### src/rtl/core/bc3_block_decoder_macros.svh
// Assertion helpers for the BC3 block decoder.
// Each macro expects aclk and aresetn to be visible where it is used.
`ifndef BC3_BLOCK_DECODER_MACROS_SVH
`define BC3_BLOCK_DECODER_MACROS_SVH

// Same-cycle implication.
`define BC3_ASSERT_IMPL(name, ante, cons) \
    name: assert property (@(posedge aclk) disable iff (!aresetn) (ante) |-> (cons)) \
        else $error("bc3 block decoder assertion failed");

// Next-cycle implication.
`define BC3_ASSERT_NEXT(name, ante, cons) \
    name: assert property (@(posedge aclk) disable iff (!aresetn) (ante) |=> (cons)) \
        else $error("bc3 block decoder assertion failed");

`endif

### src/rtl/core/bc3_pkg.sv
package bc3_pkg;

    localparam logic REG_MIP_WIDTH  = 1'b0;
    localparam logic REG_MIP_HEIGHT = 1'b1;

    localparam int RECIP_31 = 135301;
    localparam int RECIP_63 = 66577;
    localparam int RECIP_3  = 21846;
    localparam int RECIP_7  = 9363;
    localparam int RECIP_5  = 13108;

    localparam logic [7:0] ALPHA_OPAQUE = 8'hFF;

    typedef logic [7:0][7:0]      apal_t;
    typedef logic [3:0][2:0][7:0] cpal_t;

    typedef struct packed {
        logic [13:0] texel_x;
        logic [13:0] texel_y;
        logic [7:0]  red;
        logic [7:0]  green;
        logic [7:0]  blue;
        logic [7:0]  alpha;
        logic        last;
    } texel_t;

    function automatic logic [7:0] expand5(input logic [4:0] c);
        logic [12:0] n;
        logic [30:0] p;
        n = {c, 8'd0} - {8'd0, c};
        p = {18'd0, n} * 31'(RECIP_31);
        return p[29:22];
    endfunction

    function automatic logic [7:0] expand6(input logic [5:0] c);
        logic [13:0] n;
        logic [30:0] p;
        n = {c, 8'd0} - {8'd0, c};
        p = {17'd0, n} * 31'(RECIP_63);
        return p[29:22];
    endfunction

    function automatic logic [7:0] div3(input logic [9:0] n);
        logic [25:0] p;
        p = {16'd0, n} * 26'(RECIP_3);
        return p[23:16];
    endfunction

    function automatic logic [7:0] div7(input logic [10:0] n);
        logic [25:0] p;
        p = {15'd0, n} * 26'(RECIP_7);
        return p[23:16];
    endfunction

    function automatic logic [7:0] div5(input logic [10:0] n);
        logic [25:0] p;
        p = {15'd0, n} * 26'(RECIP_5);
        return p[23:16];
    endfunction

endpackage

### src/rtl/core/bc3_palette.sv
module bc3_palette
    import bc3_pkg::*;
(
    input  logic        aclk,
    input  logic        load_en,
    input  logic [15:0] alpha_ep,
    input  logic [31:0] color_ep,
    output apal_t       apal,
    output cpal_t       cpal
);

    // First half: endpoint expansion and alpha weighted sums.
    logic [7:0]             a0;
    logic [7:0]             a1;
    logic [2:0][7:0]        c0e;
    logic [2:0][7:0]        c1e;
    logic [5:0][10:0]       n7;
    logic [3:0][10:0]       n5;

    logic [7:0]             a0_reg;
    logic [7:0]             a1_reg;
    logic                   mode7_reg;
    logic [2:0][7:0]        c0e_reg;
    logic [2:0][7:0]        c1e_reg;
    logic [5:0][10:0]       n7_reg;
    logic [3:0][10:0]       n5_reg;

    assign a0 = alpha_ep[7:0];
    assign a1 = alpha_ep[15:8];

    always_comb begin
        c0e[0] = expand5(color_ep[15:11]);
        c0e[1] = expand6(color_ep[10:5]);
        c0e[2] = expand5(color_ep[4:0]);
        c1e[0] = expand5(color_ep[31:27]);
        c1e[1] = expand6(color_ep[26:21]);
        c1e[2] = expand5(color_ep[20:16]);
        for (int k = 0; k < 6; k++) begin
            n7[k] = 11'(11'(6 - k) * {3'd0, a0} + 11'(k + 1) * {3'd0, a1});
        end
        for (int k = 0; k < 4; k++) begin
            n5[k] = 11'(11'(4 - k) * {3'd0, a0} + 11'(k + 1) * {3'd0, a1});
        end
    end

    always_ff @(posedge aclk) begin
        if (load_en) begin
            a0_reg    <= a0;
            a1_reg    <= a1;
            mode7_reg <= (a0 > a1);
            c0e_reg   <= c0e;
            c1e_reg   <= c1e;
            n7_reg    <= n7;
            n5_reg    <= n5;
        end
    end

    // Second half: reciprocal divisions and palette assembly.
    always_comb begin
        apal[0] = a0_reg;
        apal[1] = a1_reg;
        if (mode7_reg) begin
            for (int k = 0; k < 6; k++) begin
                apal[k + 2] = div7(n7_reg[k]);
            end
        end else begin
            for (int k = 0; k < 4; k++) begin
                apal[k + 2] = div5(n5_reg[k]);
            end
            apal[6] = 8'd0;
            apal[7] = ALPHA_OPAQUE;
        end
        cpal[0] = c0e_reg;
        cpal[1] = c1e_reg;
        for (int ch = 0; ch < 3; ch++) begin
            cpal[2][ch] = div3({1'b0, c0e_reg[ch], 1'b0} + {2'd0, c1e_reg[ch]});
            cpal[3][ch] = div3({2'd0, c0e_reg[ch]} + {1'b0, c1e_reg[ch], 1'b0});
        end
    end

endmodule

### src/rtl/core/bc3_block_decoder.sv
// BC3 (DXT5) block decoder.
// The input channel (s_valid/s_ready) takes one 16-byte block with its block column
// and row. The result channel (m_valid/m_ready) gives one RGBA texel per transfer, in
// raster order within the block, only for texels inside the mip rectangle set by
// mip_width and mip_height; m_last_texel marks the final texel of a block. A block
// that lies wholly outside the mip produces no transfer.
// The configuration port writes mip_width (index 0) or mip_height (index 1) on any
// cycle with cfg_wr_en high; the user must write it only while the decoder is idle,
// which the decoder itself does not enforce. A block passes an input register, a
// palette register, a block register and a texel register to the result channel.
// The texel register emits one texel per cycle while the receiver takes them, so a
// block lasts for as many texels as it has inside the mip, sixteen for an interior
// block. The next blocks are taken in while earlier ones are still emitting.
// Reset clears all valid state and sets both mip dimensions to one. When the receiver
// stalls, the output texel holds and the stages behind it fill and then stall.
`include "bc3_block_decoder_macros.svh"

module bc3_block_decoder
    import bc3_pkg::*;
(
    input  logic        aclk,
    input  logic        aresetn,

    input  logic        cfg_wr_en,
    input  logic        cfg_idx,
    input  logic [14:0] cfg_wr_data,

    input  logic        s_valid,
    output logic        s_ready,
    input  logic [11:0] s_block_col,
    input  logic [11:0] s_block_row,
    input  logic [63:0] s_alpha_word,
    input  logic [63:0] s_color_word,

    output logic        m_valid,
    input  logic        m_ready,
    output logic [13:0] m_texel_x,
    output logic [13:0] m_texel_y,
    output logic [7:0]  m_red,
    output logic [7:0]  m_green,
    output logic [7:0]  m_blue,
    output logic [7:0]  m_alpha_out,
    output logic        m_last_texel
);

    logic [14:0]      mip_width_reg;
    logic [14:0]      mip_height_reg;

    logic             a_valid_reg;
    logic             a_valid_next;
    logic [11:0]      a_bcol_reg;
    logic [11:0]      a_brow_reg;
    logic [63:0]      a_alpha_reg;
    logic [63:0]      a_color_reg;
    logic [15:0]      a_mask;

    logic             p_valid_reg;
    logic             p_valid_next;
    logic [11:0]      p_bcol_reg;
    logic [11:0]      p_brow_reg;
    logic [15:0]      p_mask_reg;
    logic [15:0][2:0] p_aidx_reg;
    logic [15:0][1:0] p_cidx_reg;
    apal_t            p_apal;
    cpal_t            p_cpal;

    logic [15:0]      b_mask_reg;
    logic [15:0]      b_mask_next;
    logic [11:0]      b_bcol_reg;
    logic [11:0]      b_brow_reg;
    logic [15:0][2:0] b_aidx_reg;
    logic [15:0][1:0] b_cidx_reg;
    apal_t            b_apal_reg;
    cpal_t            b_cpal_reg;

    logic             m_valid_reg;
    logic             m_valid_next;
    texel_t           texel_reg;
    texel_t           texel_next;

    logic             s_accept;
    logic             a_move;
    logic             p_move;
    logic             b_valid;
    logic             b_free;
    logic             b_finish;
    logic             out_free;
    logic             emit;
    logic [15:0]      low_bit;
    logic [15:0]      mask_rest;
    logic [3:0]       sel;
    logic [2:0]       sel_ai;
    logic [1:0]       sel_ci;

    // Configuration registers.
    always_ff @(posedge aclk) begin
        if (!aresetn) begin
            mip_width_reg  <= 15'd1;
            mip_height_reg <= 15'd1;
        end else if (cfg_wr_en) begin
            unique case (cfg_idx)
                REG_MIP_WIDTH:  mip_width_reg  <= cfg_wr_data;
                REG_MIP_HEIGHT: mip_height_reg <= cfg_wr_data;
                default: ;
            endcase
        end
    end

    // Flow control through the stages.
    assign b_valid   = (b_mask_reg != 16'd0);
    assign out_free  = !m_valid_reg || m_ready;
    assign emit      = b_valid && out_free;
    assign low_bit   = b_mask_reg & (~b_mask_reg + 16'd1);
    assign mask_rest = b_mask_reg & ~low_bit;
    assign b_finish  = emit && (mask_rest == 16'd0);
    assign b_free    = !b_valid || b_finish;
    assign p_move    = p_valid_reg && b_free;
    assign a_move    = a_valid_reg && (!p_valid_reg || p_move);
    assign s_ready   = !a_valid_reg || a_move;
    assign s_accept  = s_valid && s_ready;

    always_comb begin
        a_valid_next = a_valid_reg;
        if (s_accept) begin
            a_valid_next = 1'b1;
        end else if (a_move) begin
            a_valid_next = 1'b0;
        end
        p_valid_next = p_valid_reg;
        if (a_move) begin
            p_valid_next = 1'b1;
        end else if (p_move) begin
            p_valid_next = 1'b0;
        end
        b_mask_next = b_mask_reg;
        if (emit) begin
            b_mask_next = mask_rest;
        end
        if (p_move) begin
            b_mask_next = p_mask_reg;
        end
        m_valid_next = m_valid_reg;
        if (emit) begin
            m_valid_next = 1'b1;
        end else if (m_ready) begin
            m_valid_next = 1'b0;
        end
    end

    always_ff @(posedge aclk) begin
        if (!aresetn) begin
            a_valid_reg <= 1'b0;
            p_valid_reg <= 1'b0;
            b_mask_reg  <= 16'd0;
            m_valid_reg <= 1'b0;
        end else begin
            a_valid_reg <= a_valid_next;
            p_valid_reg <= p_valid_next;
            b_mask_reg  <= b_mask_next;
            m_valid_reg <= m_valid_next;
        end
    end

    // Input stage and the texels of the block that fall inside the mip.
    always_ff @(posedge aclk) begin
        if (s_accept) begin
            a_bcol_reg  <= s_block_col;
            a_brow_reg  <= s_block_row;
            a_alpha_reg <= s_alpha_word;
            a_color_reg <= s_color_word;
        end
    end

    always_comb begin
        for (int i = 0; i < 16; i++) begin
            a_mask[i] = ({1'b0, a_bcol_reg, 2'(i)} < mip_width_reg) &&
                        ({1'b0, a_brow_reg, 2'(i >> 2)} < mip_height_reg);
        end
    end

    bc3_palette u_palette (
        .aclk     (aclk),
        .load_en  (a_move),
        .alpha_ep (a_alpha_reg[15:0]),
        .color_ep (a_color_reg[31:0]),
        .apal     (p_apal),
        .cpal     (p_cpal)
    );

    always_ff @(posedge aclk) begin
        if (a_move) begin
            p_bcol_reg <= a_bcol_reg;
            p_brow_reg <= a_brow_reg;
            p_mask_reg <= a_mask;
            p_aidx_reg <= a_alpha_reg[63:16];
            p_cidx_reg <= a_color_reg[63:32];
        end
    end

    always_ff @(posedge aclk) begin
        if (p_move) begin
            b_bcol_reg <= p_bcol_reg;
            b_brow_reg <= p_brow_reg;
            b_aidx_reg <= p_aidx_reg;
            b_cidx_reg <= p_cidx_reg;
            b_apal_reg <= p_apal;
            b_cpal_reg <= p_cpal;
        end
    end

    // Texel selection: the lowest remaining inside texel goes out next.
    always_comb begin
        sel = 4'd0;
        for (int i = 0; i < 16; i++) begin
            if (low_bit[i]) begin
                sel = sel | 4'(i);
            end
        end
        sel_ai = b_aidx_reg[sel];
        sel_ci = b_cidx_reg[sel];
        texel_next.texel_x = {b_bcol_reg, sel[1:0]};
        texel_next.texel_y = {b_brow_reg, sel[3:2]};
        texel_next.red     = b_cpal_reg[sel_ci][0];
        texel_next.green   = b_cpal_reg[sel_ci][1];
        texel_next.blue    = b_cpal_reg[sel_ci][2];
        texel_next.alpha   = b_apal_reg[sel_ai];
        texel_next.last    = (mask_rest == 16'd0);
    end

    always_ff @(posedge aclk) begin
        if (emit) begin
            texel_reg <= texel_next;
        end
    end

    assign m_valid      = m_valid_reg;
    assign m_texel_x    = texel_reg.texel_x;
    assign m_texel_y    = texel_reg.texel_y;
    assign m_red        = texel_reg.red;
    assign m_green      = texel_reg.green;
    assign m_blue       = texel_reg.blue;
    assign m_alpha_out  = texel_reg.alpha;
    assign m_last_texel = texel_reg.last;

    `BC3_ASSERT_NEXT(a_stage_holds, a_valid_reg && !a_move, a_valid_reg && $stable(a_alpha_reg))
    `BC3_ASSERT_NEXT(emit_marks_last, emit,
        m_valid_reg && (m_last_texel == ($past(mask_rest) == 16'd0)))
    `BC3_ASSERT_NEXT(mask_drops_one, emit && !p_move,
        $countones(b_mask_reg) == $countones($past(b_mask_reg)) - 1)
    `BC3_ASSERT_IMPL(ready_when_empty, !a_valid_reg, s_ready)

endmodule

### config.mk
export PLATFORM = sky130hd
export DESIGN_NAME = bc3_block_decoder
export DESIGN_NICKNAME = d
export VERILOG_FILES = /design/src/rtl/core/bc3_pkg.sv /design/src/rtl/core/bc3_palette.sv /design/src/rtl/core/bc3_block_decoder.sv
export VERILOG_INCLUDE_DIRS = /design/src /design/src/rtl/core
export SDC_FILE = /design/constraint.sdc
export NUM_CORES = 2
export LEC_CHECK = 0
export BUFFER_PORTS_ARGS = -buffer_cell sky130_fd_sc_hd__buf_2
export CORE_MARGIN = 2
export CORE_UTILIZATION = 40
export CTS_BUF_LIST = sky130_fd_sc_hd__clkbuf_8
export DETAILED_ROUTE_END_ITERATION = 8
export SETUP_SLACK_MARGIN = 0.05
export SLEW_MARGIN = 20
export SYNTH_ARGS = -nofsm -noshare
export SYNTH_HDL_FRONTEND = slang
export SYNTH_HIERARCHICAL = 1
export SYNTH_SLANG_ARGS = --single-unit
### constraint.sdc
create_clock -name aclk -period 26.7 [get_ports aclk]
set_input_delay 1.335 -clock aclk [delete_from_list [all_inputs] [get_ports aclk]]
set_output_delay 1.335 -clock aclk [all_outputs]
set_load 0.005 [all_outputs]
==> summary.md <==
| Metric | Value |
|---|---|
| Status | finished, final reports clean |
| CTS tree | yes |
| Setup Buffers After CTS | 0 |
| Most frequent cells after synthesis | 1691 x ha_1, 1166 x inv_1, 758 x edfxtp_1, 501 x fa_1, 242 x a21oi_1 |
| Total GRT Usage | 17.3% |
| Post-synth EDFFs | 758 |
| Time the worst path needs with I/O delays and setup | 7.48 ns |
| CP Data Arrival Time | 8.17 ns |
| Kind of critical path | reg2reg |
| Synth unique cells | 101 |
| Dominant cells by area after synthesis | edfxtp_1 31%, ha_1 29%, fa_1 14% |
| Max-Cap Viols | 0 |
| Largest register FFs | 96 |
| First-pass GRT wire length | 255 mm |
| Storage cell area | 23700 um^2 |
| Total congestion overflow | 0 |
| CP Launch Type | flip-flop |
| Post-Syn Area per Cell | 11.6 um^2 |
| Sink Count | 807 |
| Layout cells sized above 1 | 7.93% |
| Least-Margin Pin Slew | 1.10 ns |
| Post-synthesis sequential area ratio | 32.1% |
| Syn nets | 8763 |
| FMAX | 0.134 GHz |
| Syn-to-layout area delta | 9.84% |
| Top FF cell, synth | edfxtp_1 |
| Final Hold Vio Count | 0 |
| Die Wd | 434 um |
| Antenna violations before repair | 5 |
| Drt pass-1 iters | 7 |
| Drt initial violations | 1920 |
| TritonCTS Buffers | 150 |
| FF+latch count, synth | 807 |
| Crit. End Element | flip-flop |
| Core footprint | 183000 um^2 |
| Synth warn | 6 |
| Cell taking the most area after synthesis | edfxtp_1 |
| Crit-path max FO | 9 |
| Initial cell density of the core | 40.3% |
| Total negative setup slack | 0 ns |
| Port-buffer cells | 235 |
| Clk root buf | clkbuf_8 |
| Post-route ant nets | 0 |
| Largest net degree at the start of global routing | 142 |
| RePlAce Congestion | 0.835 |
| Setup Viol. Count Final | 0 |
| Multi-input logic area | 45500 um^2 |
| Wire per inst | 17.0 um |
| Cell Rows | 157 |
| NumNets Final | 9121 |
| Maximum clock path buffer count | 3 |
| H-Tree Depth | 4 |
| Clk_lat worst skew | 1.00 ns |
| Avg Vias per Cell | 4.94 |
| Ys async rst share | 0% |
| Vias in the first global route | 48800 |
| Unrepaired setup endpoints after global routing | false |
| WP data required | 27.39 ns |
| Drt drc | 0 |
| Worst relative slew slack | 24.7% |
| Final Cycle Share | 28.0% |
| Hold buffers post-CTS | 0 |
| Syn Inst Count | 6398 |
| Post-Route WL | 158 mm |
| Final Max Tran Viols | 0 |
| Area share of the largest cell type after synthesis | 30.8% |
| Post-CTS sizing | 0 |
| Mapped Area | 74000 um^2 |
| Fillers | 17100 |
| DIE HEIGHT | 434 um |
| Hold Crit Class | reg2reg |
| I/O Pins | 236 |
| HPWL Detailed | 126 mm |
| Clk slew on worst S/H paths | 0.07 ns |
| DIE AREA | 188000 um^2 |
| Vias post-DR | 46200 |
| Setup Skew | 0.0679 ns |
| Most frequent cell after synthesis | ha_1 |
## metrics by stage
stage                     instances  hold WS [ns]  instance area (um^2)  util [%]  worst slack [ns]
final                          9342         0.389                 81200      44.3             19.22
after global routing           9342         0.386                 81200      44.3             18.71
after global placement         9067         0.400                 78100      42.6             19.24
after floorplan                6398         0.400                 74000         -             10.93
after detailed placement       9067         0.405                 78100      42.6             19.17
after CTS                      9336         0.389                 81200      44.3             19.16
## cell families (layout without fill, tap and decap cells)
| family | after synthesis | count (layout) | share of synthesized area [%] |
|---|---|---|---|
| flip-flops | 807 | 807 | 32.1 |
| other | 0 | 5 | 0 |
| multiplexers | 161 | 161 | 2.20 |
| adder cells (fa/ha/maj) | 2195 | 2195 | 42.2 |
| AO/OA/AOI/OAI | 822 | 822 | 7.49 |
| buffers and inverters | 1229 | 1704 | 6.50 |
| AND/OR/NAND/NOR | 854 | 854 | 5.58 |
| XOR/XNOR | 330 | 330 | 3.92 |
## metal layers
layer | GRT usage [%] | wire, um | up-vias
met5 | 0 | 13 | -
met4 | 6.11 | 4930 | 2
met3 | 2.59 | 5810 | 215
met2 | 29.7 | 77000 | 645
met1 | 22.0 | 70700 | 22300
li1 | - | - | 23000
## placed cells by master, fill, tap and decap left out, drive strengths merged, types with 45 or more instances in the layout
cell type / n
o21ai: 145
xnor2: 228
fa: 501
xor2: 102
nand2: 241
inv: 1215
buf: 267
ha: 1691
nor2: 210
a21o: 87
clkbuf: 150
nor3: 64
nor2b: 45
dfxtp: 49
a21oi: 246
nand3: 92
edfxtp: 758
nand2b: 45
clkinv: 53
o21bai: 55
mux2i: 150
## path summary, 6_finish.rpt
kind	end	slack (ns)	depth (start not counted)	startpoint
worst max-delay path	b_cpal_reg[55]	19.22	25	u_palette/cpal[0]
worst min-delay path	b_brow_reg[4]	0.39	0	p_brow_reg[4]
worst max register to register	b_cpal_reg[55]	19.22	25	u_palette/cpal[0]
worst min register to register	b_brow_reg[4]	0.39	0	p_brow_reg[4]
## area by class of cell
| class | instances | area share, % |
|---|---|---|
| Multi-Input combinational cell | 4362 | 56.0 |
| Sequential cell | 807 | 29.2 |
| Inverter | 1168 | 5.40 |
| Tap cell | 2464 | 3.80 |
| Clock buffer | 150 | 2.54 |
| Timing Repair Buffer | 267 | 1.78 |
| Clock inverter | 119 | 1.26 |
| Antenna cell | 5 | 0.0154 |
## critical path, cell delays in order (launching register included)
cell and delay, ns:
edfxtp_1 0.62, ha_1 0.34, fa_1 0.40, a21o_1 0.18, a21oi_1 0.23, o21bai_1 0.09
a21oi_1 0.31, nor2b_1 0.10, o21ai_1 0.34, inv_1 0.09, ha_1 0.25, fa_1 0.60
inv_1 0.08, fa_1 0.54, inv_1 0.05, fa_1 0.53, fa_1 0.43, ha_1 0.32
a21oi_1 0.13, nor2b_1 0.07, a2111oi_2 0.39, a31oi_1 0.24, a41o_1 0.33, o41ai_2 0.30
o21bai_1 0.12, xnor2_1 0.14
Power is not shown: default switching activity piles up to over one toggle a cycle in this logic, so the estimate is an artifact.
